## src/rtl/itdt_pkg.sv

```systemverilog
// Shared types and constants for the integer-to-decimal-text converter.
// No dependencies.
`timescale 1ns / 1ps
`default_nettype none
package itdt_pkg;

  localparam int unsigned DIG_BITS  = 4;
  localparam int unsigned CHAR_BITS = 6;

  localparam logic [CHAR_BITS-1:0] CHAR_ZERO  = 6'd48;
  localparam logic [CHAR_BITS-1:0] CHAR_MINUS = 6'd45;

  typedef logic [DIG_BITS-1:0] digit_t;

  // Per-cycle control broadcast to every BCD digit lane
  typedef struct packed {
    logic clear;      // start of conversion
    logic bit_shift;  // double-dabble step: add-3 then shift one bit in
    logic dig_shift;  // move one whole digit towards the top lane
  } itdt_ctrl_t;

endpackage
`default_nettype wire

```

## src/rtl/int_to_decimal_text.sv

```systemverilog
// Sequence: accept, VALUE_BITS double-dabble steps, an optional sign beat, then the
// digit slots from the top (leading zeros skipped without a beat), held by out_stall_i.
// A new value is taken only once the digit read-out is through, not during the BCD pass;
// a new value is taken while the final beat waits.
// Reset: asynchronous active low; returns to idle with the output empty.
`timescale 1ns / 1ps
`default_nettype none
module int_to_decimal_text
  import itdt_pkg::*;
#(
  parameter int unsigned VALUE_BITS = 32
) (
  input  wire                        clk_i,
  input  wire                        rst_ni,
  input  wire                        in_valid_i,
  output logic                       in_stall_o,
  input  wire signed [VALUE_BITS-1:0] value_i,
  output logic                       out_valid_o,
  input  wire                        out_stall_i,
  output logic [CHAR_BITS-1:0]       ascii_code_o,
  output logic                       last_o
);

  // decimal digits needed: floor(bits * log10(2)) + 1, with log10(2) approximated by 77/256
  localparam int unsigned DIGITS = (VALUE_BITS * 77) / 256 + 1;
  localparam int unsigned BW     = $clog2(VALUE_BITS);
  localparam int unsigned CW     = $clog2(DIGITS + 1);

  typedef enum logic [1:0] {S_IDLE, S_CONV, S_SIGN, S_EMIT} state_e;

  state_e                 state_q, state_d;
  logic [VALUE_BITS-1:0]  mag_q, mag_d;
  logic                   neg_q, neg_d;
  logic [BW-1:0]          bit_q, bit_d;
  logic [CW-1:0]          cnt_q, cnt_d;
  logic                   seen_q, seen_d;
  logic                   out_valid_q, out_valid_d;
  logic [CHAR_BITS-1:0]   ascii_q, ascii_d;
  logic                   last_q, last_d;
  logic                   out_free;
  itdt_ctrl_t             ctrl;

  logic   [DIGITS-1:0]    carry;
  digit_t                 digit [DIGITS];
  digit_t                 top_dig;

  for (genvar i = 0; i < DIGITS; i++) begin : g_lane
    logic   cin;
    digit_t din;
    if (i == 0) begin : g_first
      assign cin = mag_q[VALUE_BITS-1];
      assign din = '0;
    end else begin : g_rest
      assign cin = carry[i-1];
      assign din = digit[i-1];
    end
    itdt_bcd_digit u_digit (
      .clk_i   (clk_i),
      .rst_ni  (rst_ni),
      .ctrl_i  (ctrl),
      .carry_i (cin),
      .digit_i (din),
      .carry_o (carry[i]),
      .digit_o (digit[i])
    );
  end

  assign top_dig  = digit[DIGITS-1];
  assign out_free = !out_valid_q || !out_stall_i;

  always_comb begin
    state_d     = state_q;
    mag_d       = mag_q;
    neg_d       = neg_q;
    bit_d       = bit_q;
    cnt_d       = cnt_q;
    seen_d      = seen_q;
    out_valid_d = out_valid_q && out_stall_i;
    ascii_d     = ascii_q;
    last_d      = last_q;
    ctrl        = '0;
    case (state_q)
      S_IDLE: begin
        if (in_valid_i) begin
          neg_d      = value_i[VALUE_BITS-1];
          mag_d      = value_i[VALUE_BITS-1] ?
                       (~value_i + {{(VALUE_BITS-1){1'b0}}, 1'b1}) : value_i;
          bit_d      = BW'(VALUE_BITS - 1);
          ctrl.clear = 1'b1;
          state_d    = S_CONV;
        end
      end
      S_CONV: begin
        ctrl.bit_shift = 1'b1;
        mag_d          = {mag_q[VALUE_BITS-2:0], 1'b0};
        if (bit_q == '0) begin
          cnt_d   = CW'(DIGITS);
          seen_d  = 1'b0;
          state_d = neg_q ? S_SIGN : S_EMIT;
        end else begin
          bit_d = bit_q - 1'b1;
        end
      end
      S_SIGN: begin
        if (out_free) begin
          out_valid_d = 1'b1;
          ascii_d     = CHAR_MINUS;
          last_d      = 1'b0;
          state_d     = S_EMIT;
        end
      end
      S_EMIT: begin
        if (seen_q || (top_dig != '0) || (cnt_q == CW'(1))) begin
          if (out_free) begin
            out_valid_d    = 1'b1;
            ascii_d        = CHAR_ZERO + {2'b00, top_dig};
            last_d         = (cnt_q == CW'(1));
            seen_d         = 1'b1;
            ctrl.dig_shift = 1'b1;
            cnt_d          = cnt_q - 1'b1;
            if (cnt_q == CW'(1)) begin
              state_d = S_IDLE;
            end
          end
        end else begin
          // leading zero: drop it without a beat
          ctrl.dig_shift = 1'b1;
          cnt_d          = cnt_q - 1'b1;
        end
      end
      default: begin
        state_d = S_IDLE;
      end
    endcase
  end

  always_ff @(posedge clk_i or negedge rst_ni) begin
    if (!rst_ni) begin
      state_q     <= S_IDLE;
      neg_q       <= 1'b0;
      bit_q       <= '0;
      cnt_q       <= '0;
      seen_q      <= 1'b0;
      out_valid_q <= 1'b0;
      mag_q       <= '0;
      ascii_q     <= '0;
      last_q      <= 1'b0;
    end else begin
      state_q     <= state_d;
      neg_q       <= neg_d;
      bit_q       <= bit_d;
      cnt_q       <= cnt_d;
      seen_q      <= seen_d;
      out_valid_q <= out_valid_d;
      mag_q       <= mag_d;
      ascii_q     <= ascii_d;
      last_q      <= last_d;
    end
  end

  assign in_stall_o   = (state_q != S_IDLE);
  assign out_valid_o  = out_valid_q;
  assign ascii_code_o = ascii_q;
  assign last_o       = last_q;

`ifndef SYNTH
  a_accept_starts_conv: assert property (@(posedge clk_i) disable iff (!rst_ni)
    (in_valid_i && !in_stall_o) |=> (state_q == S_CONV))
    else $error("accepted value did not start a conversion");

  a_conv_ends: assert property (@(posedge clk_i) disable iff (!rst_ni)
    (state_q == S_CONV && bit_q == '0) |=> (state_q == S_SIGN || state_q == S_EMIT))
    else $error("conversion did not finish after its last step");

  a_digit_valid: assert property (@(posedge clk_i) disable iff (!rst_ni)
    (state_q == S_EMIT) |-> (top_dig <= 4'd9))
    else $error("BCD digit out of range during read-out");

  a_char_range: assert property (@(posedge clk_i) disable iff (!rst_ni)
    out_valid_o |-> ((ascii_code_o == CHAR_MINUS) ||
                     (ascii_code_o >= CHAR_ZERO && ascii_code_o <= CHAR_ZERO + 6'd9)))
    else $error("output character is neither sign nor digit");

  a_sign_not_last: assert property (@(posedge clk_i) disable iff (!rst_ni)
    (out_valid_o && ascii_code_o == CHAR_MINUS) |-> !last_o)
    else $error("minus sign flagged as final beat");
`endif

endmodule
`default_nettype wire

```

## src/rtl/itdt_bcd_digit.sv

```systemverilog
// One BCD digit lane of the double-dabble converter.
// Depends on itdt_pkg.
`timescale 1ns / 1ps
`default_nettype none
module itdt_bcd_digit
  import itdt_pkg::*;
(
  input  wire        clk_i,
  input  wire        rst_ni,
  input  itdt_ctrl_t ctrl_i,
  input  wire        carry_i,
  input  digit_t     digit_i,
  output logic       carry_o,
  output digit_t     digit_o
);

  digit_t dig_q;
  digit_t dig_d;
  digit_t adj;

  // carry out depends only on this lane's own digit, so no carry ripples through the lanes
  always_comb begin
    adj     = (dig_q >= 4'd5) ? dig_q + 4'd3 : dig_q;
    carry_o = adj[3];
    dig_d   = dig_q;
    if (ctrl_i.clear) begin
      dig_d = '0;
    end else if (ctrl_i.bit_shift) begin
      dig_d = {adj[2:0], carry_i};
    end else if (ctrl_i.dig_shift) begin
      dig_d = digit_i;
    end
  end

  always_ff @(posedge clk_i or negedge rst_ni) begin
    if (!rst_ni) begin
      dig_q <= '0;
    end else begin
      dig_q <= dig_d;
    end
  end

  assign digit_o = dig_q;

endmodule
`default_nettype wire
```

## config.mk

```make
export PLATFORM = sky130hd
export DESIGN_NAME = int_to_decimal_text
export DESIGN_NICKNAME = d
export VERILOG_FILES = /design/src/rtl/itdt_pkg.sv /design/src/rtl/int_to_decimal_text.sv /design/src/rtl/itdt_bcd_digit.sv
export SDC_FILE = /design/constraint.sdc
export NUM_CORES = 1
export LEC_CHECK = 0
export ABC_AREA = 1
export BUFFER_PORTS_ARGS = -buffer_cell sky130_fd_sc_hd__buf_2
export CAP_MARGIN = 20
export CORE_MARGIN = 8
export CORE_UTILIZATION = 44
export CTS_CLUSTER_SIZE = 28
export DETAILED_ROUTE_END_ITERATION = 6
export GPL_TIMING_DRIVEN = 0
export PLACE_DENSITY = 0.61
export SKIP_CTS_REPAIR_TIMING = 1
export SYNTH_ARGS = -nofsm -noshare
export SYNTH_HDL_FRONTEND = slang
export SYNTH_HIERARCHICAL = 1
export SYNTH_SLANG_ARGS = --single-unit
```

## constraint.sdc

```tcl
create_clock -name clk_i -period 2.38 [get_ports clk_i]
set_input_delay 0.238 -clock clk_i [delete_from_list [all_inputs] [get_ports clk_i]]
set_output_delay 0.238 -clock clk_i [all_outputs]
set_load 0.03 [all_outputs]
```

==> results of run 1 <==
==> power by group <==
part	internal, mW	switching, mW
Combinational	1.91	3.25
Sequential	2.29	0.606
Clock	0.722	0.665
Total	4.92	4.52
==> placed cells by master, fill, tap and decap left out, types with 10 or more instances in the layout <==
master / count
buf_2: 53
o21ai_0: 30
o21ai_1: 19
nand4_1: 23
nand2_1: 329
mux2i_1: 10
a21oi_1: 33
nor2_1: 172
nand3_2: 10
o22ai_1: 10
buf_4: 15
nand2_2: 23
nand3_1: 77
dfrtp_1: 93
ha_1: 29
inv_1: 136
==> registers in the layout, summed over array words and instances (netlist names) <==
register                cells
ascii_code_o                6
bit_q                       5
cnt_q                       4
g_lane.u_digit/digit_o     40
last_o                      1
mag_q                      32
neg_q                       1
out_valid_o                 1
seen_q                      1
state_q                     2
==> worst reg2reg max path: cells and delay by family (launching register included) <==
family,cells,cell delay [ns]
buffers and inverters,2,0.53
adder cells (fa/ha/maj),1,0.27
AND/OR/NAND/NOR,7,0.81
flip-flops,1,0.40
==> path summary, 6_finish.rpt <==
kind	endpoint	slack (ns)	cells after the start
worst max register to register	g_lane[6].u_digit/digit_o[1]$_DFFE_PN0P_	0.25	10
max in group asynchronous	g_lane[6].u_digit/digit_o[2]$_DFFE_PN0P_	1.26	3
worst min register to register	ascii_code_o[5]$_DFFE_PN0P_	0.46	2
worst min-delay path	out_valid_o$_DFF_PN0_	0.20	3
worst max-delay path	g_lane[6].u_digit/digit_o[1]$_DFFE_PN0P_	0.25	10
min in group asynchronous	mag_q[10]$_DFFE_PN0P_	0.44	2
==> layout make-up <==
class	count	area share (%)
timing repair buffer	46	3.33
buffer	29	2.61
tap	216	3.46
clock buffer	9	2.88
inverter	140	6.78
multi-input combinational	814	50.4
sequential	93	29.8
clock inverter	7	0.721
==> layer usage <==
metal | vias to the layer above | track usage, % | routed length [µm]
li1 | 3497 | - | -
met1 | 2884 | 22.1 | 8200
met2 | 89 | 27.7 | 7220
met3 | 17 | 2.82 | 488
met4 | 0 | 5.26 | 280
met5 | - | 0 | 0
==> per-stage QoR <==
stage               worst slack, ns  hold WS (ns)  power, mW  area [µm²]  utilization (%)
finish                        0.253         0.200       9.44        7810             49.7
global route                0.00748         0.241       10.5        7810             49.7
CTS                           0.180       -0.0833       9.54        7800             49.6
detailed placement            0.199         0.295       8.11        7520             47.8
global placement            0.00690         0.444       8.04        7490             47.6
floorplan                     0.662       -0.0576       6.91        7000                -
==> metrics.yaml, run 1 <==
status: "completed"
num_rows: 46
power_density_nw_per_um2: 1210
min_path_type: "input pin to flop"
critPathLaunchType: "flop"
cpPeakStageDelay_ns: 0.42
vias_per_cell: 4.79
die_area_um2: 20200
grt_max_degree: 50
cts-root-buf: "clkbuf_16"
seqCellArea_um2: 2330
crit_arrival_ns: 2.36
drc: 0
ant_nets: 0
fin_crit_sh_pct: 89.4
crit_family: "simple AND/OR/NAND/NOR gates"
crit_required_ns: 2.61
leakagePower_nw: 4.12
die_h_um: 142
r2r_start: "state_q[0]$_DFFE_PN0P_"
drt_wl_total_um: 16200
vdd_drop_max_v: 0.000423
start_util_pct: 44.4
fin_setup_tns_ns: 0
syn_avg_cell_area_um2: 6.51
syn_inst: 1073
final_nets: 1198
grt-ovfl-total: 0
drtPass1Iterations: 5
first_global_vias: 6232
h-tree-depth: 3
worst_pin_slew_ns: 0.630
cts_tree: "built"
cts.sinks: 93
crit_chain: "inv_1 -> ha_1 -> nand2_1 -> clkinvlp_4 -> nor2_1 -> nand2_2 -> nand2_2 -> nor2_1 -> nand2_1 -> nand2_1"
path_max_fanout: 21
fillers: 1647
drive_gt1_share_pct: 12.1
hold_viol: 0
gp_congestion: 0.941
worst_path_most_repeated_cell: "nand2_1"
track_usage_pct: 16.9
slew_headroom_pct: 58.0
syn-cell-area_um2: 6980
rsz0062_at_grt: "false"
critPathBufInv: 2
max_freq_mhz: 470
setup_viol: 0
dp_hpwl_um: 12400
cap_violations: 0
chipWidth_um: 142
min_from: "out_stall_i"
dr.first_iter.drc_count: 375
cp_slowest_cell: "clkinvlp_4"
clock_path_buffers: 2
wl_per_cell_um: 12.0
core-area_um2: 15700
yosysWarnings: 6
cts_made_buffers: 9
multi_input_area_um2: 3940
drv_slew: 0
cp-end-kind: "flop"
fin_crit_ns: 2.13
areaGrowthSynthToFinish_pct: 11.8
path_class: "flop to flop"
insertion_delay_ns: 0.35
stdcell_count: 1354
port_buffers: 44
n_antenna_cell: 0
cp-startpoint: "state_q[0]$_DFFE_PN0P_"
clk_pin_slew_ns: 0.07
grt_first_pass_wirelength_um: 28200
dp_cells: 1337
finalClockSkew_ns: 0.0113
antenna_found_initial: 0
num_vias: 6487
ios: 45
Note: power is estimated with default switching activity, not from simulation.
==> run 2: changes to the inputs <==
Settings changed: PLACE_DENSITY 0.61 to 0.63.
Clock period 2.38 ns to 1.7 ns, I/O delays scaled along.
==> run 2 against run 1 <==
The run now ends with negative setup slack left. Clock skew down 0.0019 ns. Critical path depth is 1 lower. Final area is 10% higher. Critical path type unchanged. Critical endpoint is now bit_q[3]$_DFFE_PN0P_. Largest cell class unchanged.
==> metrics.yaml, run 2 (synthesis results as in run 1) <==
status: "complete, but fails checks"
violations: "negative setup slack"
final_cell_mix: "321 x nand2_1, 136 x nor2_1, 132 x inv_1"
first_global_vias: 6212  # -0.32%
fin_crit_sh_pct: 103  # +14 points
drtPass1Iterations: 6  # +1
finalClockSkew_ns: 0.00942  # -0.00185 ns
worst_slack_ns: -0.0572  # -0.311 ns
leakagePower_nw: 4.35  # +5.6%
vias_per_cell: 4.98  # +4.0%
dp_cells: 1337  # unchanged
clk_pin_slew_ns: 0.07  # about the same
hold_viol: 0  # unchanged
path_class: "flop to flop"
grt_first_pass_wirelength_um: 28300  # +0.17%
setup_viol: 26  # +26
power_density_nw_per_um2: 1780  # +47%
clock_path_buffers: 2  # unchanged
fin_setup_tns_ns: -0.485  # -0.485 ns
grt_max_degree: 61  # +22%
path_max_fanout: 5  # -76%
cts-root-buf: "clkbuf_16"
dp_hpwl_um: 12200  # -1.4%
die_h_um: 142  # unchanged
insertion_delay_ns: 0.35  # about the same
fin_area_um2: 8620  # +10%
dr.first_iter.drc_count: 402  # +7.2%
wl_per_cell_um: 12.9  # +7.6%
rsz0062_at_grt: "true"
cp-end-kind: "flop"
die_area_um2: 20200  # unchanged
final_common_cell: "nand2_1"
ant_nets: 0  # unchanged
areaGrowthSynthToFinish_pct: 23.4
n_antenna_cell: 0  # unchanged
drc: 0  # unchanged
cap_violations: 0  # unchanged
port_buffers: 44  # unchanged
start_util_pct: 44.4  # unchanged
min_path_type: "input pin to flop"
core-area_um2: 15700  # unchanged
chipWidth_um: 142  # unchanged
fin_crit_ns: 1.76  # -0.369 ns
gp_congestion: 0.906  # -3.8%
drive_gt1_share_pct: 20.0  # +7.9 points
crit_arrival_ns: 1.98  # -0.38 ns
cts_tree: "built"
h-tree-depth: 3  # unchanged
stdcell_count: 1375  # +1.6%
drv_slew: 0  # unchanged
grt-ovfl-total: 0  # unchanged
r2r_slack_ns: -0.06  # -0.31 ns
critPathLaunchType: "flop"
cts.sinks: 93  # unchanged
crit_required_ns: 1.92  # -0.69 ns
ios: 45  # unchanged
placed_area_um2: 7520  # unchanged
finalCoreUtilization_pct: 54.8  # +5.1 points
drt_wl_total_um: 17700  # +9.3%
vdd_drop_max_v: 0.000674  # +59%
cts_made_buffers: 9  # unchanged
num_rows: 46  # unchanged
largest_register_ffs: 40  # unchanged
antenna_found_initial: 0  # unchanged
cpPeakStageDelay_ns: 0.46  # +0.04 ns
max_freq_mhz: 569  # +21%
cp_slowest_cell: "dfrtp_2"
crit_chain: "inv_4 -> ha_4 -> inv_4 -> o21ai_4 -> buf_4 -> buf_6 -> nand2_4 -> o21ai_1 -> nand3_1"
num_vias: 6854  # +5.7%
worst_path_most_repeated_cell: "inv_4"
track_usage_pct: 16.9  # +0.032 points
final_nets: 1219  # +1.8%
## run 2: layer usage
layer,vias up,part of all wire (%),track usage (%)
met5,-,0,0
met4,0,2.1,5.48
met3,28,3.2,2.99
met2,119,48,28.2
met1,3174,47,21.6
li1,3533,-,-
## run 2: worst max-delay path, delay by kind of cell, from the launching register on
| kind | cells | cell delay (ns) |
|---|---|---|
| AND/OR/NAND/NOR | 2 | 0.15 |
| AO/OA/AOI/OAI | 2 | 0.40 |
| adder cells (fa/ha/maj) | 1 | 0.18 |
| flip-flops | 1 | 0.46 |
| buffers and inverters | 4 | 0.44 |
## run 2: area by class of cell
cell class / count / area, µm²
clock inverter: 7 / 80.1
fill: 1526 / 7100
clock buffer: 9 / 225
inverter: 140 / 542
buffer: 29 / 245
multi-input combinational: 815 / 4410
timing repair inverter: 2 / 15.0
sequential: 93 / 2330
timing repair buffer: 64 / 497
tap: 216 / 270
## run 2: path summary, 6_finish.rpt
| check | from | to | cells after the start |
|---|---|---|---|
| max | state_q[1]$_DFFE_PN0P_ | bit_q[3]$_DFFE_PN0P_ | 9 |
| min | value_i[5] | mag_q[5]$_DFFE_PN0P_ | 4 |
| max reg2reg | state_q[1]$_DFFE_PN0P_ | bit_q[3]$_DFFE_PN0P_ | 9 |
| min reg2reg | ascii_code_o[5]$_DFFE_PN0P_ | ascii_code_o[5]$_DFFE_PN0P_ | 2 |
| max in group asynchronous | rst_ni | g_lane[2].u_digit/digit_o[1]$_DFFE_PN0P_ | 3 |
| min in group asynchronous | rst_ni | ascii_code_o[5]$_DFFE_PN0P_ | 2 |
## run 2: stage by stage
step                      power [mW]  hold WS, ns  setup WS (ns)
after detailed placement        11.4        0.173         -0.533
after global placement          11.2        0.442         -0.588
final                           15.4        0.146        -0.0572
after CTS                       13.5       -0.211         -0.567
after floorplan                 9.67       -0.126        -0.0183
after global routing            16.8        0.166         -0.130
## run 2: where the power goes
group	leakage [nW]	total, mW	internal, mW	switching, mW
clock	0.143	2.11	1.16	0.955
combinational	3.07	9.11	3.66	5.45
sequential	1.14	4.13	3.21	0.928
==> run 3: changes to the inputs <==
Settings changed: ABC_AREA 1 to not set.
==> run 3 against run 2 <==
The run still ends with negative setup slack left. Via count is 8.4% lower. Non-clock buffer count is 33 higher. Maximum frequency fell by 32%. Synthesized area shrank 2.0%. Die area is 1.8% lower. Synthesized cell count is 27% lower. Global-route usage up 0.77 points. Final area grew 1.6%. Largest cell class unchanged. Highest routed layer unchanged.
==> metrics.yaml, run 3 <==
status: "complete, but fails checks"
violations: "negative setup slack"
gp_congestion: 0.826  # -8.8%
clk_pin_slew_ns: 0.07  # about the same
cpPeakStageDelay_ns: 0.53  # +0.07 ns
n_antenna_cell: 0  # unchanged
chipWidth_um: 141  # -0.88%
setup_viol: 90  # +250%
grt-ovfl-total: 0  # unchanged
drt_wl_total_um: 18400  # +4.1%
cap_violations: 0  # unchanged
ios: 45  # unchanged
power_density_nw_per_um2: 1810  # +1.4%
grt_max_degree: 84  # +38%
vdd_drop_max_v: 0.000841  # +25%
p_int_mw: 8.98  # +12%
wl_per_cell_um: 17.1  # +33%
p_clk_share_pct: 12.2  # -1.6 points
finalCoreUtilization_pct: 57.6  # +2.7 points
path_max_fanout: 7  # +2
combPwrFrac_pct: 61.7  # +2.4 points
dp_hpwl_um: 11900  # -2.4%
h-tree-depth: 3  # unchanged
largest_register_ffs: 40  # unchanged
final_cell_mix: "90 x dfrtp_1, 74 x nor2_1, 50 x inv_1"
netSwitchingPower_mw: 6.83  # -6.8%
drc: 0  # unchanged
cts-root-buf: "clkbuf_16"
leakagePower_nw: 3.68  # -15%
grt_first_pass_wirelength_um: 29300  # +3.7%
crit_chain: "or4_4 -> or3_4 -> buf_6 -> a21boi_4 -> buf_12 -> buf_4 -> mux2_4 -> mux2i_1 -> nor2_1"
crit_arrival_ns: 2.79  # +0.81 ns
swShare_pct: 43.2  # -4.5 points
port_buffers: 44  # unchanged
die_area_um2: 19800  # -1.8%
cts_tree: "built"
vias_per_cell: 5.83  # +17%
yosysWarnings: 6  # unchanged
crit_required_ns: 1.93  # about the same
insertion_delay_ns: 0.36  # about the same
pwr-share-seq_pct: 26.1  # -0.8 points
worst_pin_slew_ns: 1.09
post-place-ws_ns: -1.05  # -0.514 ns
slew_headroom_pct: 27.3
syn_inst: 779  # -27%
fin_crit_sh_pct: 151  # +48 points
syn_avg_cell_area_um2: 8.79  # +35%
ant_nets: 0  # unchanged
final_nets: 949  # -22%
syn-cell-area_um2: 6850  # -2.0%
path_class: "flop to flop"
rsz0062_at_grt: "true"
max_freq_mhz: 390  # -32%
core-area_um2: 15200  # -3.2%
die_h_um: 141  # -0.88%
fin_crit_ns: 2.57  # +0.809 ns
track_usage_pct: 17.7  # +0.77 points
clock_path_buffers: 2  # unchanged
areaGrowthSynthToFinish_pct: 27.8
drtPass1Iterations: 4  # -2
hold_viol: 0  # unchanged
fillers: 1350  # -12%
first_global_vias: 5974  # -3.8%
cts.sinks: 93  # unchanged
final_common_cell: "dfrtp_1"
cp_slowest_cell: "or4_4"
drive_gt1_share_pct: 24.3  # +4.3 points
cts_made_buffers: 9  # unchanged
start_util_pct: 45.0  # +0.59 points
antenna_found_initial: 0  # unchanged
num_rows: 45  # -2.2%
critPathLaunchType: "flop"
drv_slew: 0  # unchanged
cp-end-kind: "flop"
worst_slack_ns: -0.866  # -0.809 ns
min_path_type: "input pin to flop"
finalClockSkew_ns: 0.0102  # +0.000764 ns
num_vias: 6278  # -8.4%
dr.first_iter.drc_count: 363  # -9.7%
run 3: stage by stage:
stage	instance area (µm²)	setup TNS (ns)	std cells	total power, mW	hold WS (ns)
3_5_place_dp	7790	-57.16	1017	12.2	0.169
4_1_cts	8060	-58.97	1033	14.1	-0.213
3_3_place_gp	7720	-147.65	1014	11.8	0.450
5_1_grt	8750	-47.70	1077	17.0	0.137
6_report	8750	-39.87	1077	15.8	0.105
2_1_floorplan	7270	-57.05	782	10.2	-0.126
run 3: critical path: cells and delay by family, from the launching register on:
family / cells / cell delay [ns]
AOI/OAI and AO/OA: 1 / 0.19
muxes: 2 / 0.44
buffers and inverters: 3 / 0.43
DFF: 1 / 0.44
and+or+nand+nor: 3 / 0.94
run 3: final timing paths:
check / slack [ns] / endpoint / cells past startpoint / from
max: -0.87 / g_lane[9].u_digit/digit_o[0]$_DFFE_PN0P_ / 9 / g_lane[9].u_digit/digit_o[2]$_DFFE_PN0P_
min: 0.11 / mag_q[28]$_DFFE_PN0P_ / 3 / value_i[28]
max reg2reg: -0.87 / g_lane[9].u_digit/digit_o[0]$_DFFE_PN0P_ / 9 / g_lane[9].u_digit/digit_o[2]$_DFFE_PN0P_
min reg2reg: 0.46 / ascii_code_o[5]$_DFFE_PN0P_ / 1 / ascii_code_o[5]$_DFFE_PN0P_
max in group asynchronous: 0.68 / state_q[0]$_DFFE_PN0P_ / 3 / rst_ni
min in group asynchronous: 0.31 / g_lane[4].u_digit/digit_o[2]$_DFFE_PN0P_ / 2 / rst_ni
run 3: metal layers:
metal,global-route usage [%],routed length [µm]
met5,0,0
met4,4.98,288
met3,3.85,791
met2,30.2,9040
met1,22.0,8290
run 3: power groups by stage:
| stage | Sequential [mW] | Combinational [mW] | Clock (mW) |
|---|---|---|---|
| after CTS | 4.08 | 8.06 | 1.98 |
| after global placement | 4.07 | 7.72 | 0 |
| after floorplan | 3.97 | 6.22 | 0 |
| final | 4.12 | 9.75 | 1.93 |
| after global routing | 4.27 | 10.7 | 2.06 |
| after detailed placement | 4.12 | 8.03 | 0 |
run 3: layout make-up:
| cell class | instances | area [µm²] | share of cell area [%] |
|---|---|---|---|
| multi-input cells | 599 | 4450 | 50.8 |
| flip-flops and latches | 93 | 2330 | 26.6 |
| repair buffers | 92 | 796 | 9.09 |
| plain buffers | 34 | 455 | 5.20 |
| clock buffers | 12 | 246 | 2.82 |
| well taps | 188 | 235 | 2.69 |
| inverters | 55 | 216 | 2.47 |
| clock inverters | 4 | 23.8 | 0.272 |
